$ cat src/design/qsed_pkg.sv
// ----------------------------------------------------------------------------
// qsed_pkg: shared types and constants of the quoted string escape decoder
// Character codes, decoder modes, result records and queue entry layout.
// ----------------------------------------------------------------------------
package qsed_pkg;

  // Maximum string length in bytes, including the terminator slot
  localparam int MAX_LEN = 256;
  // Output byte counter width: holds 0 .. MAX_LEN-1
  localparam int CNT_W = (MAX_LEN > 2) ? $clog2(MAX_LEN) : 1;
  localparam logic [CNT_W-1:0] CNT_LIMIT = CNT_W'(MAX_LEN - 1);

  // Result queue depth (power of two)
  localparam int QDEPTH = 4;
  localparam int QPTR_W = $clog2(QDEPTH);

  // Character codes
  localparam logic [7:0] CH_QUOTE  = 8'h22;
  localparam logic [7:0] CH_BSLASH = 8'h5C;
  localparam logic [7:0] CH_N      = 8'h6E;
  localparam logic [7:0] CH_T      = 8'h74;
  localparam logic [7:0] CH_B      = 8'h62;
  localparam logic [7:0] CH_R      = 8'h72;
  localparam logic [7:0] CH_F      = 8'h66;
  localparam logic [7:0] CH_0      = 8'h30;
  localparam logic [7:0] CH_7      = 8'h37;
  localparam logic [7:0] CH_LF     = 8'h0A;
  localparam logic [7:0] CH_TAB    = 8'h09;
  localparam logic [7:0] CH_BS     = 8'h08;
  localparam logic [7:0] CH_CR     = 8'h0D;
  localparam logic [7:0] CH_FF     = 8'h0C;

  // Decoder mode
  typedef enum logic [1:0] {
    MODE_IDLE = 2'd0,
    MODE_TEXT = 2'd1,
    MODE_ESC  = 2'd2,
    MODE_OCT  = 2'd3
  } mode_t;

  // Kind of event raised by one input byte
  typedef enum logic {
    EV_BYTE  = 1'b0,
    EV_CLOSE = 1'b1
  } ev_kind_t;

  // One result record
  typedef struct packed {
    logic [7:0] out_byte;
    logic       byte_valid;
    logic       end_of_string;
    logic       too_long;
    logic       last_of_run;
  } res_t;

  // All results caused by one input transaction
  typedef struct packed {
    logic [1:0]     n;
    res_t [2:0]     res;
  } run_t;

  // Queue status toward front and back
  typedef struct packed {
    logic full;
    logic empty;
  } q_status_t;

endpackage

$ cat src/design/qsed_in_if.sv
// ----------------------------------------------------------------------------
// qsed_in_if: raw byte channel
// Valid/ready channel carrying one token byte and its start/end marks.
// ----------------------------------------------------------------------------
interface qsed_in_if;
  logic       valid;
  logic       ready;
  logic [7:0] in_byte;
  logic       string_start;
  logic       string_end;

  modport source (output valid, output in_byte, output string_start,
                  output string_end, input ready);
  modport sink   (input valid, input in_byte, input string_start,
                  input string_end, output ready);
endinterface

$ cat src/design/qsed_out_if.sv
// ----------------------------------------------------------------------------
// qsed_out_if: decoded byte channel
// Valid/ready channel carrying one decoded result record.
// ----------------------------------------------------------------------------
interface qsed_out_if;
  logic       valid;
  logic       ready;
  logic [7:0] out_byte;
  logic       byte_valid;
  logic       end_of_string;
  logic       too_long;
  logic       last_of_run;

  modport source (output valid, output out_byte, output byte_valid,
                  output end_of_string, output too_long, output last_of_run,
                  input ready);
  modport sink   (input valid, input out_byte, input byte_valid,
                  input end_of_string, input too_long, input last_of_run,
                  output ready);
endinterface

$ cat src/design/qsed_front.sv
// ----------------------------------------------------------------------------
// qsed_front: byte classifier
// Accepts raw bytes, tracks escape/octal mode and the length count, and
// builds the run of up to three results each byte causes.
// ----------------------------------------------------------------------------
module qsed_front (
  input  logic                  clk,
  input  logic                  rst_n,
  qsed_in_if.sink               in_chan,
  input  qsed_pkg::q_status_t   q_stat,
  output logic                  push,
  output qsed_pkg::run_t        push_run
);

  qsed_pkg::mode_t        mode_r, mode_nxt;
  logic [7:0]             oct_val_r, oct_val_nxt;
  logic [1:0]             oct_cnt_r, oct_cnt_nxt;
  logic [qsed_pkg::CNT_W-1:0] cnt_r, cnt_nxt;
  logic                   exc_r, exc_nxt;

  qsed_pkg::ev_kind_t     ev_kind [3];
  logic [7:0]             ev_val  [3];
  logic [1:0]             ev_n;

  logic                   accept;
  logic                   is_oct;

  assign accept        = in_chan.valid && in_chan.ready;
  assign in_chan.ready = !q_stat.full;
  assign is_oct        = (in_chan.in_byte >= qsed_pkg::CH_0) &&
                         (in_chan.in_byte <= qsed_pkg::CH_7);

  // Mode decode: list the bytes and the close this transaction raises
  always_comb begin
    logic [7:0] c;
    logic       go;
    c           = in_chan.in_byte;
    ev_n        = 2'd0;
    ev_kind     = '{default: qsed_pkg::EV_BYTE};
    ev_val      = '{default: 8'd0};
    mode_nxt    = in_chan.string_start ? qsed_pkg::MODE_TEXT : mode_r;
    oct_val_nxt = in_chan.string_start ? 8'd0 : oct_val_r;
    oct_cnt_nxt = in_chan.string_start ? 2'd0 : oct_cnt_r;
    // opening quote of a new token is skipped
    go          = !(in_chan.string_start && (c == qsed_pkg::CH_QUOTE));

    // octal run in progress
    if (go && (mode_nxt == qsed_pkg::MODE_OCT)) begin
      if (is_oct) begin
        oct_val_nxt = {oct_val_nxt[4:0], c[2:0]};
        oct_cnt_nxt = oct_cnt_nxt + 2'd1;
        if (oct_cnt_nxt == 2'd3) begin
          ev_kind[ev_n] = qsed_pkg::EV_BYTE;
          ev_val[ev_n]  = oct_val_nxt;
          ev_n          = ev_n + 2'd1;
          oct_val_nxt   = 8'd0;
          oct_cnt_nxt   = 2'd0;
          mode_nxt      = qsed_pkg::MODE_TEXT;
        end
        go = 1'b0;
      end else begin
        // short run: flush it, then treat this byte as text
        ev_kind[ev_n] = qsed_pkg::EV_BYTE;
        ev_val[ev_n]  = oct_val_nxt;
        ev_n          = ev_n + 2'd1;
        oct_val_nxt   = 8'd0;
        oct_cnt_nxt   = 2'd0;
        mode_nxt      = qsed_pkg::MODE_TEXT;
      end
    end

    if (go) begin
      if (mode_nxt == qsed_pkg::MODE_ESC) begin
        mode_nxt = qsed_pkg::MODE_TEXT;
        case (c)
          qsed_pkg::CH_N: begin
            ev_val[ev_n] = qsed_pkg::CH_LF;
            ev_n         = ev_n + 2'd1;
          end
          qsed_pkg::CH_T: begin
            ev_val[ev_n] = qsed_pkg::CH_TAB;
            ev_n         = ev_n + 2'd1;
          end
          qsed_pkg::CH_B: begin
            ev_val[ev_n] = qsed_pkg::CH_BS;
            ev_n         = ev_n + 2'd1;
          end
          qsed_pkg::CH_R: begin
            ev_val[ev_n] = qsed_pkg::CH_CR;
            ev_n         = ev_n + 2'd1;
          end
          qsed_pkg::CH_F: begin
            ev_val[ev_n] = qsed_pkg::CH_FF;
            ev_n         = ev_n + 2'd1;
          end
          qsed_pkg::CH_LF: begin
            // line continuation gives nothing
          end
          default: begin
            if (is_oct) begin
              oct_val_nxt = {5'd0, c[2:0]};
              oct_cnt_nxt = 2'd1;
              mode_nxt    = qsed_pkg::MODE_OCT;
            end else begin
              ev_val[ev_n] = c;
              ev_n         = ev_n + 2'd1;
            end
          end
        endcase
      end else if (mode_nxt == qsed_pkg::MODE_TEXT) begin
        if (c == qsed_pkg::CH_QUOTE) begin
          ev_kind[ev_n] = qsed_pkg::EV_CLOSE;
          ev_n          = ev_n + 2'd1;
          mode_nxt      = qsed_pkg::MODE_IDLE;
          oct_val_nxt   = 8'd0;
          oct_cnt_nxt   = 2'd0;
        end else if (c == qsed_pkg::CH_BSLASH) begin
          mode_nxt = qsed_pkg::MODE_ESC;
        end else begin
          ev_val[ev_n] = c;
          ev_n         = ev_n + 2'd1;
        end
      end
    end

    // end of text: flush pending octal, drop dangling backslash, close
    if (in_chan.string_end && (mode_nxt != qsed_pkg::MODE_IDLE)) begin
      if (mode_nxt == qsed_pkg::MODE_OCT) begin
        ev_kind[ev_n] = qsed_pkg::EV_BYTE;
        ev_val[ev_n]  = oct_val_nxt;
        ev_n          = ev_n + 2'd1;
      end
      ev_kind[ev_n] = qsed_pkg::EV_CLOSE;
      ev_n          = ev_n + 2'd1;
      mode_nxt      = qsed_pkg::MODE_IDLE;
      oct_val_nxt   = 8'd0;
      oct_cnt_nxt   = 2'd0;
    end
  end

  // Length limit: turn events into result records in order
  always_comb begin
    logic [1:0] rn;
    rn       = 2'd0;
    push_run = '0;
    cnt_nxt  = in_chan.string_start ? '0 : cnt_r;
    exc_nxt  = in_chan.string_start ? 1'b0 : exc_r;
    for (int i = 0; i < 3; i++) begin
      if (2'(i) < ev_n) begin
        if (ev_kind[i] == qsed_pkg::EV_CLOSE) begin
          push_run.res[rn].end_of_string = 1'b1;
          push_run.res[rn].too_long      = exc_nxt;
          rn                             = rn + 2'd1;
        end else if (cnt_nxt < qsed_pkg::CNT_LIMIT) begin
          cnt_nxt                        = cnt_nxt + 1'b1;
          push_run.res[rn].out_byte      = ev_val[i];
          push_run.res[rn].byte_valid    = 1'b1;
          push_run.res[rn].too_long      = exc_nxt;
          rn                             = rn + 2'd1;
        end else begin
          exc_nxt = 1'b1;
        end
      end
    end
    if (rn != 2'd0) begin
      push_run.res[rn - 2'd1].last_of_run = 1'b1;
    end
    push_run.n = rn;
  end

  assign push = accept && (push_run.n != 2'd0);

  // Decoder state
  always_ff @(posedge clk) begin
    if (!rst_n) begin
      mode_r    <= qsed_pkg::MODE_IDLE;
      oct_val_r <= 8'd0;
      oct_cnt_r <= 2'd0;
      cnt_r     <= '0;
      exc_r     <= 1'b0;
    end else if (accept) begin
      mode_r    <= mode_nxt;
      oct_val_r <= oct_val_nxt;
      oct_cnt_r <= oct_cnt_nxt;
      cnt_r     <= cnt_nxt;
      exc_r     <= exc_nxt;
    end
  end

endmodule

$ cat src/design/qsed_queue.sv
// ----------------------------------------------------------------------------
// qsed_queue: result run queue
// Short FIFO of result runs between the classifier and the output stage.
// ----------------------------------------------------------------------------
module qsed_queue (
  input  logic                  clk,
  input  logic                  rst_n,
  input  logic                  push,
  input  qsed_pkg::run_t        push_run,
  input  logic                  pop,
  output qsed_pkg::q_status_t   stat,
  output qsed_pkg::run_t        head
);

  qsed_pkg::run_t                 mem_r [qsed_pkg::QDEPTH];
  logic [qsed_pkg::QPTR_W-1:0]    wr_ptr_r, wr_ptr_nxt;
  logic [qsed_pkg::QPTR_W-1:0]    rd_ptr_r, rd_ptr_nxt;
  logic [qsed_pkg::QPTR_W:0]      count_r, count_nxt;

  assign stat.full  = (count_r == (qsed_pkg::QPTR_W + 1)'(qsed_pkg::QDEPTH));
  assign stat.empty = (count_r == '0);
  assign head       = mem_r[rd_ptr_r];

  // Pointer and fill count update
  always_comb begin
    wr_ptr_nxt = push ? wr_ptr_r + 1'b1 : wr_ptr_r;
    rd_ptr_nxt = pop  ? rd_ptr_r + 1'b1 : rd_ptr_r;
    count_nxt  = count_r;
    if (push && !pop) begin
      count_nxt = count_r + 1'b1;
    end else if (!push && pop) begin
      count_nxt = count_r - 1'b1;
    end
  end

  always_ff @(posedge clk) begin
    if (!rst_n) begin
      wr_ptr_r <= '0;
      rd_ptr_r <= '0;
      count_r  <= '0;
    end else begin
      wr_ptr_r <= wr_ptr_nxt;
      rd_ptr_r <= rd_ptr_nxt;
      count_r  <= count_nxt;
    end
  end

  // Entry storage
  always_ff @(posedge clk) begin
    if (push) begin
      mem_r[wr_ptr_r] <= push_run;
    end
  end

endmodule

$ cat src/design/qsed_back.sv
// ----------------------------------------------------------------------------
// qsed_back: output sequencer
// Walks head run results into the output register one per unstalled cycle.
// ----------------------------------------------------------------------------
module qsed_back (
  input  logic                  clk,
  input  logic                  rst_n,
  input  qsed_pkg::q_status_t   q_stat,
  input  qsed_pkg::run_t        head,
  output logic                  pop,
  qsed_out_if.source            out_chan
);

  logic [1:0]        idx_r, idx_nxt;
  logic              out_valid_r, out_valid_nxt;
  qsed_pkg::res_t    res_r;
  logic              load;

  assign load = !q_stat.empty && (!out_valid_r || out_chan.ready);
  assign pop  = load && (idx_r == (head.n - 2'd1));

  // Result index within the head run, output valid
  always_comb begin
    idx_nxt       = idx_r;
    out_valid_nxt = out_valid_r;
    if (load) begin
      idx_nxt       = pop ? 2'd0 : idx_r + 2'd1;
      out_valid_nxt = 1'b1;
    end else if (out_chan.ready) begin
      out_valid_nxt = 1'b0;
    end
  end

  always_ff @(posedge clk) begin
    if (!rst_n) begin
      idx_r       <= 2'd0;
      out_valid_r <= 1'b0;
    end else begin
      idx_r       <= idx_nxt;
      out_valid_r <= out_valid_nxt;
    end
  end

  // Output payload register
  always_ff @(posedge clk) begin
    if (load) begin
      res_r <= head.res[idx_r];
    end
  end

  assign out_chan.valid         = out_valid_r;
  assign out_chan.out_byte      = res_r.out_byte;
  assign out_chan.byte_valid    = res_r.byte_valid;
  assign out_chan.end_of_string = res_r.end_of_string;
  assign out_chan.too_long      = res_r.too_long;
  assign out_chan.last_of_run   = res_r.last_of_run;

endmodule

$ cat src/design/quoted_string_escape_decoder.sv
// ----------------------------------------------------------------------------
// quoted_string_escape_decoder: C-style quoted string decoder, top level
// Decodes escapes and octal codes of one quoted token into output bytes.
// ----------------------------------------------------------------------------
//  channel   dir  transaction
//  in_chan   in   in_byte, string_start, string_end
//  out_chan  out  out_byte, byte_valid, end_of_string, too_long, last_of_run
//
//  One input byte is taken per cycle while the run queue has room; it gives
//  zero to three results, and the output stage sends one result per cycle
//  while the receiver is ready, so each result of a byte is its own transfer.
//  First result passes the run queue and the output register after its input.
//  Synchronous active-low reset clears mode, counters and queue.
//  Input and output stall independently through the four-run queue.
// ----------------------------------------------------------------------------
module quoted_string_escape_decoder (
  input  logic          clk,
  input  logic          rst_n,
  qsed_in_if.sink       in_chan,
  qsed_out_if.source    out_chan
);

  qsed_pkg::q_status_t  q_stat;
  qsed_pkg::run_t       push_run;
  qsed_pkg::run_t       head;
  logic                 push;
  logic                 pop;

  qsed_front u_front (
    .clk      (clk),
    .rst_n    (rst_n),
    .in_chan  (in_chan),
    .q_stat   (q_stat),
    .push     (push),
    .push_run (push_run)
  );

  qsed_queue u_queue (
    .clk      (clk),
    .rst_n    (rst_n),
    .push     (push),
    .push_run (push_run),
    .pop      (pop),
    .stat     (q_stat),
    .head     (head)
  );

  qsed_back u_back (
    .clk      (clk),
    .rst_n    (rst_n),
    .q_stat   (q_stat),
    .head     (head),
    .pop      (pop),
    .out_chan (out_chan)
  );

endmodule

$ cat src/flat_wrapper.sv
// flat-port wrapper written by rule: the top's interface ports become plain ports
module quoted_string_escape_decoder_flat 
  (clk, rst_n, in_chan_valid, in_chan_in_byte, in_chan_string_start, in_chan_string_end, in_chan_ready, out_chan_valid, out_chan_out_byte, out_chan_byte_valid, out_chan_end_of_string, out_chan_too_long, out_chan_last_of_run, out_chan_ready);
  qsed_in_if in_chan_i ();
  qsed_out_if out_chan_i ();
  input  logic clk;
  input  logic rst_n;
  input wire logic [$bits(in_chan_i.valid)-1:0] in_chan_valid;
  input wire logic [$bits(in_chan_i.in_byte)-1:0] in_chan_in_byte;
  input wire logic [$bits(in_chan_i.string_start)-1:0] in_chan_string_start;
  input wire logic [$bits(in_chan_i.string_end)-1:0] in_chan_string_end;
  output wire logic [$bits(in_chan_i.ready)-1:0] in_chan_ready;
  output wire logic [$bits(out_chan_i.valid)-1:0] out_chan_valid;
  output wire logic [$bits(out_chan_i.out_byte)-1:0] out_chan_out_byte;
  output wire logic [$bits(out_chan_i.byte_valid)-1:0] out_chan_byte_valid;
  output wire logic [$bits(out_chan_i.end_of_string)-1:0] out_chan_end_of_string;
  output wire logic [$bits(out_chan_i.too_long)-1:0] out_chan_too_long;
  output wire logic [$bits(out_chan_i.last_of_run)-1:0] out_chan_last_of_run;
  input wire logic [$bits(out_chan_i.ready)-1:0] out_chan_ready;
  assign in_chan_i.valid = in_chan_valid;
  assign in_chan_i.in_byte = in_chan_in_byte;
  assign in_chan_i.string_start = in_chan_string_start;
  assign in_chan_i.string_end = in_chan_string_end;
  assign in_chan_ready = in_chan_i.ready;
  assign out_chan_valid = out_chan_i.valid;
  assign out_chan_out_byte = out_chan_i.out_byte;
  assign out_chan_byte_valid = out_chan_i.byte_valid;
  assign out_chan_end_of_string = out_chan_i.end_of_string;
  assign out_chan_too_long = out_chan_i.too_long;
  assign out_chan_last_of_run = out_chan_i.last_of_run;
  assign out_chan_i.ready = out_chan_ready;
  quoted_string_escape_decoder u_core (.clk(clk), .rst_n(rst_n), .in_chan(in_chan_i), .out_chan(out_chan_i));
endmodule
$ cat config.mk
export PLATFORM = sky130hd
export DESIGN_NAME = quoted_string_escape_decoder_flat
export DESIGN_NICKNAME = d
export VERILOG_FILES = /design/src/design/qsed_pkg.sv /design/src/design/qsed_in_if.sv /design/src/design/qsed_out_if.sv /design/src/design/qsed_front.sv /design/src/design/qsed_queue.sv /design/src/design/qsed_back.sv /design/src/design/quoted_string_escape_decoder.sv /design/src/flat_wrapper.sv
export SDC_FILE = /design/constraint.sdc
export NUM_CORES = 1
export LEC_CHECK = 0
export BUFFER_PORTS_ARGS = -buffer_cell sky130_fd_sc_hd__buf_4
export CAP_MARGIN = 20
export CORE_MARGIN = 4
export CORE_UTILIZATION = 25
export CTS_CLUSTER_DIAMETER = 150
export DETAILED_ROUTE_END_ITERATION = 10
export RECOVER_POWER = 25
export SYNTH_ARGS = -nofsm -noshare
export SYNTH_HDL_FRONTEND = slang
export SYNTH_SLANG_ARGS = --single-unit
$ cat constraint.sdc
create_clock -name clk -period 12.39 [get_ports clk]
set_input_delay 3.0975 -clock clk [delete_from_list [all_inputs] [get_ports clk]]
set_output_delay 3.0975 -clock clk [all_outputs]
set_load 0.005 [all_outputs]
# Word level (Yosys, flattened, before mapping)
# Memories as Yosys holds them, arrays and structs flattened. A register that Yosys moved wholly into a read port is not among the register bits.
# Index checks and enable logic that the tools add are counted.
# word_totals
reg_bits	43
latchBits	0
ram_bits	152
romBits	0
input_bits	14
memories	1
# classes
add_sub_neg	16
multipliers	0
div_mod_pow	0
order_cmp	21
n_eq_ne	15
shifts	0
mux	162
bitwise	21
reduce_logical	30
# memory_table
memory	depth	word_bits	rd	rd_ports_with_merged_regs	wr	line_no	text
u_core.u_queue.mem_r	4	38	1	1	1	qsed_queue.sv:15	qsed_pkg::run_t mem_r [qsed_pkg::QDEPTH];
# op_table
operator	count
bitwise mux 36 bit	11
two-way mux 36 bit	7
demux 12 bit (select 2 bit)	9
two-way mux 8 bit	26
two-way mux 24 bit	8
one-hot mux 24 bit (6 select lines)	1
two-way mux 2 bit	45
bitwise AND 18 bit	3
inverter 18 bit	3
bitwise mux 24 bit	2
equality test 8 x 7 -> 1 bit, second input constant	6
two-way mux 12 bit	3
two-way mux 3 bit	11
demux 8 bit (select 2 bit)	2
two-way mux 1 bit	27
adder 8 x 1 -> 8 bit, second input constant	3
binary-select mux 12 bit (select 2 bit)	1
< comparator 8 bit, second input constant	3
bitwise AND 21 bit	1
inverter 21 bit	1
adder 2 x 1 -> 2 bit, second input constant	9
two-way mux 9 bit	2
OR 6 bit	3
logical AND 1 bit	16
34 further kinds	62

# Logic depth before layout (Yosys ltp)
# Gate-level depths: netlist of the first run.
# logic_depth
word_depth	43
depth_mapped	40

# Modules after synthesis
# A second synthesis of the first run with hierarchy kept.
# hier_totals
cells_unflattened	752
hier_area_um2	9763.1
# modules_own_cells
mod	instances	cells_per_inst	area_each_um2	seq_area_each_um2
qsed_queue	1	241	5943.2	4744.6
qsed_front	1	438	3034.2	420.4
qsed_back	1	73	785.8	420.4

# Worst setup path after synthesis of the first run
# OpenSTA, ideal clock, no wires.
# synth_timing
path_type	in2reg
from	in in_chan_in_byte[4]
to	mem u_core.u_queue.mem_r[0][0] (netlist name) (enable)
t_arrival_ns	9.709
setup_slack_ns	2.282
stages	31
n_path_buf	4
cell_sequence	clkbuf_1 -> nand2_1 -> nor2_8 -> nand2_1 -> nand2_4 -> inv_4 -> ha_1 -> mux2i_1 -> o2111a_1 -> or2_1 -> buf_4 -> ha_1 -> mux2i_1 -> ha_1 -> and2_1 -> o21a_1 -> buf_6 -> nor2_1 -> xnor2_1 -> inv_1 -> ha_1 -> nand2_1 -> o21ai_2 -> mux2_2 -> ha_1 -> and2_1 -> and4b_1 -> a21oi_2 -> o311a_1 -> buf_6 -> and2_1
# synth_between
elab_chain_len	36
word_cells_on_any_way	100
cone_classes	add/sub: 6; order compare: 13; eq/ne: 11; mux: 51; bitwise: 6; reduce/logical: 13
# synth_rtl
element	line_no	text
from (decl)	flat_wrapper.sv:9	input wire logic [$bits(in_chan_i.in_byte)-1:0] in_chan_in_byte;
parallel branches: the longest is 31 deep, another holds >= comparator 8 x 6 -> 1 bit	-	
two-way mux 2 bit *	qsed_front.sv:149	if (2'(i) < ev_n) begin
nonzero test 2 bit *	qsed_front.sv:171	assign push = accept && (push_run.n != 2'd0);
logical AND 1 bit *	qsed_front.sv:171	
via u_core.push	quoted_string_escape_decoder.sv:26	logic push;
two-way mux 1 bit *	qsed_queue.sv:50	if (push) begin
two-way mux 1 bit (not written as such) *	qsed_queue.sv:51	mem_r[wr_ptr_r] <= push_run;
to (decl)	qsed_queue.sv:15	
# Mark *: on every way through the listed nets, which the timed path passes. The select of a mux whose other input is x is not followed.

# Worst setup path in the final report of the first run
# layout_timing
from	in in_chan_in_byte[7]
to	reg u_core.u_queue.count_r[2] (netlist name)
# layout_between
elab_chain_len	37
word_cells_on_any_way	103
cone_classes	add/sub: 6; order compare: 13; eq/ne: 11; mux: 50; bitwise: 6; reduce/logical: 17
# layout_rtl
element	line_no	text
parallel branches: the longest is 31 deep, another holds >= comparator 8 x 6 -> 1 bit	-	
two-way mux 2 bit *	qsed_front.sv:149	
nonzero test 2 bit *	qsed_front.sv:171	
logical AND 1 bit *	qsed_front.sv:171	
zero test 1 bit	qsed_queue.sv:31	end else if (!push && pop) begin
logical AND 1 bit	qsed_queue.sv:31	
nonzero test 2 bit (no source line)	-	
to (signal assigned)	qsed_queue.sv:44	count_r <= count_nxt;
to (decl)	qsed_queue.sv:18	logic [qsed_pkg::QPTR_W:0] count_r, count_nxt;
# Every way passes the cells marked *. The select of a mux whose other input is x is not followed.
# A chain may end at the register's enable or synchronous reset.

==> metrics.csv, run 1 <==
metric;value;unit
fp.dieH;212.6;µm
wl;25.77;mm
num_io_pins;28;
synth_area_leaders;edfxtp_1, mux4_2, dfxtp_1;
drtIter0Drc;490;
yosysWarnings;0;
critPathMostFrequentCell;ha_1;
crit_arrival;11.53;ns
yosysMostFrequentCell;edfxtp_1;
p_per_area;159.0;nW/µm²
grt_usage;11.58;%
yosys-top-cells-count;edfxtp_1, nand2_1, nor2_1, a21oi_1, mux4_2;
drc;0;
cpPeakStageDelay;0.76;ns
slowest_stage;a211oi_1;
drive_gt1_share;14.38;%
worstHoldStart;u_core.u_front.cnt_r[6];
cts.sinks;197;
worst_setup_path_end_kind;flop;
nNetsFinal;919;
fin_util;28.65;%
place_ws;1.062;ns
min_delay_path_depth;2;
path_clk_slew;0.09;ns
reg2reg_depth;32;
post_cts_buffers;0;
antenna_found_initial;0;
synth_edf_count;164;
cts_buffer_depth;2;
finalSetupTns;0;ns
slew_headroom;-117.8;%
syn_inst;857;
power;0.001872;W
cts_tree;yes;
rsz0062_at_grt;no;
dieArea;45210;µm²
crit_path_start;in_chan_in_byte[7];
fin_ws;1.216;ns
synth_cell_types;92;
worst_slew_pin_slew;3.267;ns
grt_max_degree;39;
fmax;89.50;MHz
synthArstFlopShare;0;%
first_pass_iters;7;
syn2layout_area_growth;12.50;%
drv_cap;3;
synth_area;10470;µm²
fin_area;11780;µm²
path_class;in -> reg;
r2r-start;u_core.u_front.mode_r[1];
n_antenna_cell;0;
clk_latency;0.44;ns
num_vias;6987;
wl_per_cell;18.03;µm
antenna_left;0;
cts.repair.resized;0;
die_w;212.6;µm
grt_pass1_wl;41.14;mm
cts_max_level;4;
grt_pass1_vias;7050;
status;complete, but fails checks;
syn_area_per_cell;12.21;µm²
ys_ff_latch;197;
port-buffer-count;27;
yosysTopAreaCellShare;47.05;%
overflow;0;
core;41110;µm²
dp_hpwl;17.88;mm
violations;capacitance limit, slew limit;
synthFlopType;edfxtp_1;
cts_buffers;17;
ctsHoldBuffers;0;
root_buffer;clkbuf_16;
synth_area_leader_cell;edfxtp_1;
hold_viol;0;
finClkSkew;0.01979;ns
slew_viol_final;92;
period_share;90.18;%
min_path_type;reg -> reg;
gp_congestion;0.9031;
setup_viol;0;
ys_seq_area_share;53.36;%
power.leakage;3.881;nW
via_per_inst;4.889;
min_period;11.17;ns
post_dp_cell_area;11250;µm²
start_util;25.46;%
start_kind;primary input;
critPathRequiredTime;12.74;ns
cp_max_fo;18;
row_count;74;
ir_drop;0.09043;mV
## report_power, final
group / switching, W / internal [W] / leakage, nW
Combinational: 0.000253 / 0.000203 / 1.82
Sequential: 0.0000359 / 0.000821 / 1.77
Clock: 0.000286 / 0.000275 / 0.291
Total: 0.000574 / 0.00130 / 3.88
## flip-flops by register name, summed over array words and instances, names as in the netlist, named ones only
| name | flops |
|---|---|
| u_core.u_queue.mem_r | 152 |
| u_core.u_back.out_chan.out_byte | 8 |
| u_core.u_front.cnt_r | 8 |
| u_core.u_front.oct_val_r | 8 |
| u_core.u_queue.count_r | 3 |
| u_core.u_back.idx_r | 2 |
| u_core.u_front.mode_r | 2 |
| u_core.u_front.oct_cnt_r | 2 |
| u_core.u_queue.rd_ptr_r | 2 |
| u_core.u_queue.wr_ptr_r | 2 |
| u_core.u_back.out_chan.byte_valid | 1 |
| u_core.u_back.out_chan.end_of_string | 1 |
| u_core.u_back.out_chan.last_of_run | 1 |
| u_core.u_back.out_chan.too_long | 1 |
| u_core.u_back.out_chan.valid | 1 |
| u_core.u_front.exc_r | 1 |
## critical path: cells and delay by family
kind	cells	cell delay (ns)
muxes	2	0.40
and+or+nand+nor	15	3.72
xor gates and xnor gates	1	0.17
AOI/OAI and AO/OA	7	2.03
buffers and inverters	3	0.28
adders and majority gates	6	1.81
## cell families (layout without fill, tap and decap cells)
kind of cell,Yosys count,count (layout),share of synthesized area (%)
AND/OR/NAND/NOR,282,282,14.94
flip-flops,197,197,53.36
buffers and inverters,80,101,3.347
multiplexers,77,77,12.01
adder cells (fa/ha/maj),21,21,2.582
XOR/XNOR,20,20,1.745
AO/OA/AOI/OAI,179,179,11.98
other,1,20,0.03583
## metrics by stage
stage               cells  hold slack, ns
finish               1429          0.4989
global route         1429          0.5286
CTS                  1429          0.4977
detailed placement   1397          0.4854
global placement     1397          0.4809
floorplan             876          0.4501
## final cells by class
class,instances,area [µm²]
clock buffer,17,425.4
clock inverter,15,178.9
fill,4229,29330
inverter,38,150.1
multi-input combinational,599,4588
sequential,197,5588
tap,532,665.6
timing repair buffer,31,180.2
## layer usage
metal / global-route usage, % / vias up / routed length (µm)
met5: 0 / - / 0
met4: 2.599 / 0 / 340
met3: 2.449 / 27 / 1218
met2: 19.37 / 180 / 12520
met1: 15.56 / 3486 / 11690
li1: - / 3294 / -
## cells in the final DEF (no fill, tap or decap), drive strengths merged, types with 4 or more instances in the layout
| master | instances |
|---|---|
| buf | 12 |
| a21oi | 44 |
| edfxtp | 164 |
| a31oi | 5 |
| a21o | 6 |
| ha | 20 |
| o22ai | 19 |
| nor3 | 15 |
| o31ai | 5 |
| mux2i | 33 |
| dfxtp | 33 |
| nand4 | 8 |
| a21boi | 5 |
| conb | 20 |
| xnor2 | 12 |
| a221oi | 5 |
| nand3b | 8 |
| clkinv | 7 |
| and2 | 25 |
| nand2b | 15 |
| mux2 | 6 |
| nor4 | 4 |
| and3 | 8 |
| or2 | 7 |
| nor2b | 30 |
| a22oi | 19 |
| nor2 | 50 |
| a211oi | 5 |
| mux4 | 38 |
| inv | 45 |
| clkbuf | 36 |
| nand2 | 69 |
| nor3b | 6 |
| o21ai | 28 |
| xor2 | 8 |
| nand3 | 21 |
## worst paths after layout
kind                               end  slack (ns)
max          u_core.u_queue.count_r[2]        1.22
min reg2reg    u_core.u_front.cnt_r[6]        0.50
min            u_core.u_front.cnt_r[6]        0.50
max reg2reg  u_core.u_queue.count_r[2]        3.90
Power figures use the tool's default switching activity.
==> inputs of run 2 (changes only) <==
--- a/config.mk
+++ b/config.mk
@@ -11,6 +11,7 @@
 export CORE_UTILIZATION = 25
 export CTS_CLUSTER_DIAMETER = 150
 export DETAILED_ROUTE_END_ITERATION = 10
+export PLACE_DENSITY_LB_ADDON = 0.2
 export RECOVER_POWER = 25
 export SYNTH_ARGS = -nofsm -noshare
 export SYNTH_HDL_FRONTEND = slang
==> constraint.sdc (replaced) <==
create_clock -name clk -period 12.7 [get_ports clk]
set_input_delay 3.175 -clock clk [delete_from_list [all_inputs] [get_ports clk]]
set_output_delay 3.175 -clock clk [all_outputs]
set_load 0.005 [all_outputs]
==> metrics.csv, run 2 (synthesis results as in run 1) <==
metric;value;unit
wl;26.94;mm
dp_hpwl;18.80;mm
ctsHoldBuffers;0;
cp_max_fo;18;
worst_slew_pin_slew;3.352;ns
num_io_pins;28;
first_pass_iters;5;
start_kind;primary input;
regMostFlops;u_core.u_queue.mem_r;
power.leakage;3.933;nW
p_int;0.001289;W
wl_per_cell;18.75;µm
grt_pass1_wl;42.25;mm
top_usage_layer;met2;
antenna_left;0;
antenna_found_initial;0;
place_ws;1.321;ns
cts_buffers;17;
syn2layout_area_growth;13.14;%
critPathMostFrequentCell;ha_1;
path_class;in -> reg;
fmax;87.82;MHz
path_clk_slew;0.08;ns
core;41110;µm²
fin_ws;1.313;ns
clk_latency;0.44;ns
fp.dieH;212.6;µm
grt_usage;12.15;%
grt_use_met2;20.02;%
drive_gt1_share;15.14;%
grt_pass1_vias;7029;
final_common_cell;edfxtp_1;
min_path_type;reg -> reg;
overflow;0;
n_antenna_cell;0;
cts_tree;yes;
hold_viol;0;
row_count;74;
p_comb_share;24.7;%
setup_viol;0;
grt_util_met3;2.199;%
root_buffer;clkbuf_16;
fillers;4266;
period_share;89.66;%
swShare;30.15;%
slowest_stage;or3b_1;
cts_max_level;4;
status;complete, but fails checks;
ir_drop;0.08093;mV
drc;0;
port-buffer-count;27;
mostFrequentLayoutCells;edfxtp_1, nand2_1, nor2_1, a21oi_1, mux4_2;
worst_setup_path_end_kind;flop;
slew_viol_final;75;
switchingPower;0.0005564;W
drv_cap;2;
grt_max_degree;39;
violations;capacitance limit, slew limit;
drtIter0Drc;575;
p_seq_share;45.0;%
nNetsFinal;927;
cpPeakStageDelay;0.52;ns
finClkSkew;0.02509;ns
die_w;212.6;µm
clkPwrFrac;30.3;%
via_per_inst;4.836;
largest_reg_flops;152;
finalSetupTns;0;ns
min_period;11.39;ns
fin_util;28.81;%
cts.repair.resized;0;
p_per_area;155.8;nW/µm²
rsz0062_at_grt;no;
met1_usage;16.71;%
crit_arrival;11.75;ns
post_cts_buffers;0;
cts_buffer_depth;2;
start_util;25.46;%
slew_headroom;-123.5;%
cts.sinks;197;
critPathRequiredTime;13.06;ns
dieArea;45210;µm²
num_vias;6950;
gp_congestion;0.8617;
run 2: metrics by stage:
step / hold slack (ns) / cells / area [µm²] / total power (W)
after detailed placement: 0.4905 / 1405 / 11320 / 0.001327
after global routing: 0.5326 / 1437 / 11840 / 0.001959
after global placement: 0.4851 / 1404 / 11300 / 0.001321
after floorplan: 0.4501 / 876 / 10540 / 0.001163
final: 0.4891 / 1437 / 11840 / 0.001846
after CTS: 0.5019 / 1437 / 11920 / 0.001891
run 2: cell type report:
cell class	instances	area (µm²)	area share [%]
clock buffer	17	425.4	3.592
clock inverter	15	180.2	1.521
inverter	38	150.1	1.268
multi-input combinational	599	4586	38.72
sequential	197	5588	47.18
tap	532	665.6	5.621
timing repair buffer	39	247.7	2.092
run 2: worst max-delay path: cells and delay by family:
kind                     cells  cell delay [ns]
XOR/XNOR                     1             0.18
buffers and inverters        4             0.51
AND/OR/NAND/NOR             14             3.31
AO/OA/AOI/OAI                7             1.76
multiplexers                 2             0.16
adder cells (fa/ha/maj)      8             2.63
run 2: routing by layer:
metal / share of wire (%) / wire length [µm]
met5: 0 / 0
met4: 1.2 / 322
met3: 3.6 / 959
met2: 48 / 13040
met1: 47 / 12620
run 2: power by group through the flow:
stage	Combinational [W]	Clock (W)	Sequential, W
floorplan	0.000327	0	0.000837
global placement	0.000473	0	0.000848
detailed placement	0.000480	0	0.000847
CTS	0.000482	0.000577	0.000832
global route	0.000514	0.000606	0.000839
finish	0.000457	0.000558	0.000830
run 2: final timing paths:
check | from | end | slack (ns) | cells past startpoint
worst max-delay path | in_chan_in_byte[7] | u_core.u_queue.count_r[2] | 1.31 | 36
worst min-delay path | u_core.u_back.out_chan.valid | u_core.u_back.out_chan.valid | 0.49 | 2
worst max register to register | u_core.u_front.mode_r[1] | u_core.u_queue.count_r[2] | 4.09 | 34
worst min register to register | u_core.u_back.out_chan.valid | u_core.u_back.out_chan.valid | 0.49 | 2
